**src/hdl/fcm_ram.sv**
```systemverilog
// fcm_ram: generic single-write, single-read RAM with registered read data.
// No dependencies.
`timescale 1ns / 1ps

module fcm_ram #(
  parameter int WIDTH = 16,
  parameter int DEPTH = 64,
  parameter int AW    = $clog2(DEPTH > 1 ? DEPTH : 2)
) (
  input  logic             clk,
  input  logic             we,
  input  logic [AW-1:0]    waddr,
  input  logic [WIDTH-1:0] wdata,
  input  logic [AW-1:0]    raddr,
  output logic [WIDTH-1:0] rdata
);

  logic [WIDTH-1:0] mem [DEPTH];

  always_ff @(posedge clk) begin
    if (we) begin
      mem[waddr] <= wdata;
    end
    rdata <= mem[raddr];
  end

endmodule

```
**config.mk**
```make
export PLATFORM = sky130hd
export DESIGN_NAME = fcm_ram
export DESIGN_NICKNAME = d
export VERILOG_FILES = /design/src/hdl/fcm_ram.sv
export SDC_FILE = /design/constraint.sdc
export NUM_CORES = 1
export LEC_CHECK = 0
export BUFFER_PORTS_ARGS = -buffer_cell sky130_fd_sc_hd__buf_2
export CORE_ASPECT_RATIO = 1.2
export CORE_UTILIZATION = 55
export DETAILED_ROUTE_END_ITERATION = 12
export PLACE_DENSITY = 0.77
export SETUP_SLACK_MARGIN = 0.3
export SLEW_MARGIN = 20
export SYNTH_ARGS = -nofsm -noshare
export SYNTH_HDL_FRONTEND = slang
export SYNTH_SLANG_ARGS = --single-unit
```
**constraint.sdc**
```tcl
create_clock -name clk -period 2.84 [get_ports clk]
set_input_delay 0.426 -clock clk [delete_from_list [all_inputs] [get_ports clk]]
set_output_delay 0.426 -clock clk [all_outputs]
set_load 0.01 [all_outputs]
```
==> metrics.md, run 1 <==
| Metric | Value |
|---|---|
| Status | finished clean |
| CP startpoint kind | input pin |
| GRT Residual Overflow | 0 |
| Reg power frac | 0.546 |
| Final slew viol count | 0 |
| Post-DP HPWL | 58,810 microns |
| Die ar. | 0.07389 sq mm |
| Die X | 248.3 microns |
| Number of synthesized flops with an enable pin | 1,024 |
| Tot GR Track Use | 0.2661 |
| Vias in the first global route | 20,390 |
| Cell variety after synth | 43 |
| Post-synthesis sequential area ratio | 0.7759 |
| Deepest clock path buffer count | 3 |
| Switching power | 6487 uW |
| Net Count, Synth | 1,859 |
| Fmax | 452.4 MHz |
| GP Congestion | 0.8840 |
| Smallest hold slack | 0.2039 ns |
| Endpoints failing setup | 0 |
| Row count | 108 |
| CP Capture Type | flip-flop |
| Io pins | 46 |
| Fillcell total | 4,637 |
| Synth Instances | 1,829 |
| Vias | 19,950 |
| Largest net degree at the start of global routing | 65 |
| Hold/Removal Path Class | input pin to flip-flop |
| Dominant synthesized flop cell | edfxtp_1 |
| Switching share of power | 0.2078 |
| Leak | 0.01471 uW |
| Share of layout cells above drive strength 1 | 0.2966 |
| Final Core Density | 0.6306 |
| Pwr/cell area | 686.1 mW/mm^2 |
| First-pass GRT wire length | 139,200 microns |
| Postcts setup bufs | 0 |
| Total length of routed wires | 95,760 microns |
| Initial detailed-routing violation count | 2,459 |
| DP Area | 0.04250 sq mm |
| Worst skew pair latency | 0.66 ns |
| Synthesis-to-layout area growth | 13.64% |
| Drt pass-1 iters | 5 |
| Nets@finish | 2,099 |
| Initial antenna violation count | 6 |
| Ys Warns | 0 |
| CTS resizes | 0 |
| Period Utilization, post-route | 0.7783 |
| Rel. slew slack | 0.4294 |
| Post-DR wirelength/cell | 31.07 microns |
| R2R setup slack | 0.72 ns |
| Hold-fix buffers at CTS | 0 |
| Placeable Area | 0.07216 sq mm |
| Final hold vios | 0 |
| Area leader, netlist | edfxtp_1 |
| Async SR Flop Fraction | 0 |
| CP required | 3.37 ns |
| Final Instance Area | 0.04550 sq mm |
| Slew @ Worst Pin | 0.8542 ns |
| Synthesis-stage register bit count | 1,040 |
| DRC violations left | 0 |
| Die height | 297.6 microns |
| Syn_area_per_cell | 21.89 sq um |
| Final antenna-violating net count | 0 |
| Number of port buffers | 45 |
| CTS tree | built |
| Combinational Power Share | 0.054 |
| Critical path type | input pin to flip-flop |
| Crit Path Max Fanout | 41 |
| Worst Clk Skew | 0.03123 ns |
| CTS sink count | 1,040 |
| CTS root buf | clkbuf_16 |
| Initial Util | 0.5549 |
| Final min period | 2.210 ns |
| Synthesized cell area | 0.04004 sq mm |
| RSZ-0062 raised after global routing | no |
| Clock transition at path regs | 0.07 ns |
| Top cells by count, synth | edfxtp_1 (1,024), mux4_2 (220), mux2i_1 (85), nor2_1 (72), nand2_1 (59) |
| Area contributors post-synth | edfxtp_1 (77%), mux4_2 (12%), mux2i_1 (2.1%) |
| Worst Path Arrival | 2.74 ns |
| Internal | 24,730 uW |
| # Max-Cap Violations | 0 |
| Post-synth top area share | 0.7679 |
| Htree depth | 3 |
| Top-count cell post-synth | edfxtp_1 |
| Vias per std cell | 6.472 |
| Worst VDD drop | 0.5056 mV |
| TritonCTS Buffers | 92 |
| Clock share of power | 0.400 |
==> path summary, 6_finish.rpt <==
path                from   endpoint  cells past startpoint
max             raddr[1]   rdata[2]                      7
min             wdata[2]  mem[6][2]                      1
min reg2reg  mem[62][14]  rdata[14]                      5
max reg2reg  mem[11][13]  rdata[13]                      5
==> layer usage <==
layer / up-vias / wire [microns] / track usage
met1: 10470 / 35300 / 0.3635
met4: 6 / 4168 / 0.1135
met3: 197 / 8742 / 0.04258
met2: 1126 / 47510 / 0.4281
li1: 8153 / - / -
met5: - / 38 / 0
==> cell families (layout without fill, tap and decap cells) <==
group	after synthesis	count (layout)	share of synthesized area
buffers and inverters	104	416	0.01831
flip-flops	1040	1040	0.7759
other	0	6	0
AND/OR/NAND/NOR	220	220	0.02647
AO/OA/AOI/OAI	129	129	0.02409
multiplexers	336	336	0.1552
==> cells in the final DEF (no fill, tap or decap), drive strengths merged, types with 10 or more instances in the layout <==
cell type,instances
nand4,12
nand2,60
a221oi,16
nor2b,30
a21oi,17
edfxtp,1024
nand3,24
mux4,224
dfxtp,16
clkinv,32
nor2,74
clkbuf,120
bufinv,10
mux2,27
mux2i,85
a22oi,39
buf,249
==> power by group through the flow <==
stage | logic [uW] | registers (uW) | clock network, uW
after floorplan | 880 | 17400 | 0
after global placement | 1630 | 17400 | 0
after detailed placement | 1670 | 17400 | 0
after CTS | 1690 | 17000 | 12600
after global routing | 1770 | 17100 | 13100
final | 1690 | 17100 | 12500
==> flip-flops by register name, indices dropped and copies added, names as in the netlist <==
signal  flops
mem      1024
rdata      16
==> worst max-delay path: stages <==
cell and delay (ns):
buf_6 0.45, buf_4 0.33, nor2b_1 0.57, a22oi_1 0.16
a41oi_1 0.42, o21ai_0 0.15, and4_1 0.22
==> stage by stage <==
stage	total power (uW)	setup WS (ns)	setup TNS [ns]	cells
floorplan	18240	0.3792	0	1829
global placement	19000	0.02951	0	2910
detailed placement	19050	-0.02448	-0.02448	2910
CTS	31330	0.7141	0	3076
global route	31920	0.4836	0	3078
finish	31220	0.6296	0	3082
==> cell type report <==
class                           instances  area [sq um]  area share
Sequential cell                      1040         31070      0.6828
Multi-Input combinational cell        685          8249      0.1813
Clock buffer                          119          2487     0.05466
Timing Repair Buffer                  250          2014     0.04427
Tap cell                              935          1170     0.02571
Clock inverter                         47         499.2     0.01097
Antenna cell                            6         15.01   0.0003300
(Power assumes the default switching activity.)
==> run 2: changes to the inputs <==
--- a/config.mk
+++ b/config.mk
@@ -9,7 +9,7 @@
 export CORE_ASPECT_RATIO = 1.2
 export CORE_UTILIZATION = 55
 export DETAILED_ROUTE_END_ITERATION = 12
-export PLACE_DENSITY = 0.77
+export PLACE_DENSITY = 0.8
 export SETUP_SLACK_MARGIN = 0.3
 export SLEW_MARGIN = 20
 export SYNTH_ARGS = -nofsm -noshare
==> constraint.sdc (replaced) <==
create_clock -name clk -period 2 [get_ports clk]
set_input_delay 0.3 -clock clk [delete_from_list [all_inputs] [get_ports clk]]
set_output_delay 0.3 -clock clk [all_outputs]
set_load 0.01 [all_outputs]
==> run 2 against run 1 <==
Core utilization rose by 3.2 points. Sequential share of layout area fell by 3.3 points. Largest power group unchanged. Final cell count rose by 2.4%.
==> metrics.md, run 2 (synthesis results as in run 1) <==
| Metric | Value |
|---|---|
| Status | finished clean |
| Worst skew pair latency | 0.66 ns (about the same) |
| Worst Path Arrival | 2.49 ns (-0.25 ns) |
| Crit Path Max Fanout | 1 (-98%) |
| GR peak layer | met2 |
| Vias per std cell | 6.543 (+1.1%) |
| First-pass GRT wire length | 144,300 microns (+3.7%) |
| Die height | 297.6 microns (unchanged) |
| Worst path cell trace | mux4_2 -> mux2i_2 -> a22oi_1 -> a31oi_2 -> a311oi_2 |
| Fmax | 508.4 MHz |
| CP Capture Type | flip-flop |
| Commonest non-fill, non-tap cell in the layout | edfxtp_1 |
| Leak | 0.01540 uW (+4.7%) |
| GRT Residual Overflow | 0 (unchanged) |
| CP required | 2.52 ns (-0.85 ns) |
| CTS sink count | 1,040 (unchanged) |
| GP Congestion | 0.8862 (+0.25%) |
| CP startpoint kind | flip-flop |
| GR Util met1 | 0.3587 (-0.004790) |
| Row count | 108 (unchanged) |
| Final hold vios | 0 (unchanged) |
| Initial antenna violation count | 6 (unchanged) |
| Period Utilization, post-route | 0.9835 |
| Hold/Removal Path Class | input pin to flip-flop |
| CTS tree | built |
| Worst VDD drop | 0.7382 mV (+46%) |
| Post-DR wirelength/cell | 31.75 microns (+2.2%) |
| RSZ-0062 raised after global routing | yes |
| Endpoints failing setup | 0 (unchanged) |
| Final slew viol count | 0 (unchanged) |
| CP Launch Point | mem[1][1] |
| Clock transition at path regs | 0.07 ns (about the same) |
| Total length of routed wires | 100,200 microns (+4.7%) |
| Hold-fix buffers at CTS | 0 (unchanged) |
| Placeable Area | 0.07216 sq mm (unchanged) |
| Most frequent cells in the layout | edfxtp_1 (1,024), mux4_2 (220), buf_4 (179), clkbuf_16 (96), buf_12 (90) |
| Number of port buffers | 45 (unchanged) |
| Die ar. | 0.07389 sq mm (unchanged) |
| Die X | 248.3 microns (unchanged) |
| GR Util met3 | 0.04700 (+0.004421) |
| Final min period | 1.967 ns |
| Rel. slew slack | 0.3008 (-0.1285) |
| Deepest clock path buffer count | 3 (unchanged) |
| WP buf/inv | 0 (-2) |
| M2 GR Usage | 0.4452 (+0.01706) |
| Non-filler cells, final | 3,157 (+2.4%) |
| Vias | 20,660 (+3.5%) |
| Initial detailed-routing violation count | 2,839 (+15%) |
| Critical path's largest stage delay | 0.51 ns (-0.06 ns) |
| Setup TNS | 0 ns (unchanged) |
| CTS root buf | clkbuf_16 |
| Slew @ Worst Pin | 1.049 ns (+0.1946 ns) |
| Delay-heaviest family, CP | multiplexers |
| Min-delay src | wdata[0] |
| Largest net degree at the start of global routing | 65 (unchanged) |
| Number of flip-flops in the largest register | 1,024 (unchanged) |
| Register name with the most flops | mem |
| Htree depth | 3 (unchanged) |
| Worst Clk Skew | 0.02879 ns (-0.002433 ns) |
| Largest regs | mem: 1024 flops, rdata: 16 flops |
| DRC violations left | 0 (unchanged) |
| Drt pass-1 iters | 6 (+1) |
| Post-DP HPWL | 59,870 microns (+1.8%) |
| Tot GR Track Use | 0.2764 (+0.01028) |
| Initial Util | 0.5549 (unchanged) |
| Io pins | 46 (unchanged) |
| Pwr/cell area | 951.7 mW/mm^2 (+39%) |
| Placed cells | 2,979 (+2.4%) |
| TritonCTS Buffers | 94 (+2.2%) |
| Critical path type | flip-flop to flip-flop |
| Final antenna-violating net count | 0 (unchanged) |
| Vias in the first global route | 21,180 (+3.9%) |
| Share of layout cells above drive strength 1 | 0.3686 (+0.07204) |
| Synthesis-to-layout area growth | 19.34% |
| Critical R2R Launch | mem[1][1] |
| # Max-Cap Violations | 0 (unchanged) |
| Postcts setup bufs | 0 (unchanged) |
| Nets@finish | 2,170 (+3.4%) |
| Slowest CP cell | mux4_2 |
| Pwr Total | 45,480 uW (+46%) |
-- run 2: metrics by stage --
stage	hold slack (ns)	worst slack, ns	util	area, sq um
floorplan	0.3989	0.1015	-	40430
global placement	0.7178	-0.4676	0.6132	44250
detailed placement	0.7213	-0.5987	0.6132	44250
CTS	0.05420	0.1398	0.6605	47660
global route	0.08111	0.01726	0.6621	47780
finish	0.1034	0.03290	0.6622	47780
-- run 2: worst register-to-register path: stages, from the launching register on --
cell and delay (ns):
edfxtp_1 0.42, mux4_2 0.51, mux2i_2 0.25, a22oi_1 0.18, a31oi_2 0.38, a311oi_2 0.09
-- run 2: timing repair --
item / 4_1_cts / 5_1_grt
hold endpoints to repair: 0 / 0
pin swaps: 24 / 18
resized for setup: 54 / 23
setup endpoints to repair: 15 / 16
-- run 2: path summary, 6_finish.rpt --
path / to / cells after the start / slack [ns]
max: rdata[1] / 5 / 0.03
max reg2reg: rdata[1] / 5 / 0.03
min reg2reg: rdata[5] / 5 / 0.92
min: mem[57][0] / 1 / 0.10
-- run 2: per-layer routing --
layer | routed length (microns) | part of all wire
met1 | 34250 | 0.34
met2 | 49790 | 0.50
met3 | 10230 | 0.10
met4 | 5916 | 0.059
met5 | 54 | 0.00054
-- run 2: final cells by class --
class	instances	area [sq um]
Clock buffer	127	2559
Timing Repair Buffer	319	3452
Antenna cell	3	7.507
Clock inverter	48	590.6
Multi-Input combinational cell	685	8936
Tap cell	935	1170
Sequential cell	1040	31070
Fill cell	4200	24370
-- run 2: power breakdown --
| group | internal [uW] | leakage [uW] | switching (uW) |
|---|---|---|---|
| Sequential | 24100 | 0.00935 | 87.0 |
| Combinational | 1140 | 0.00453 | 1640 |
| Clock | 10700 | 0.00152 | 7810 |
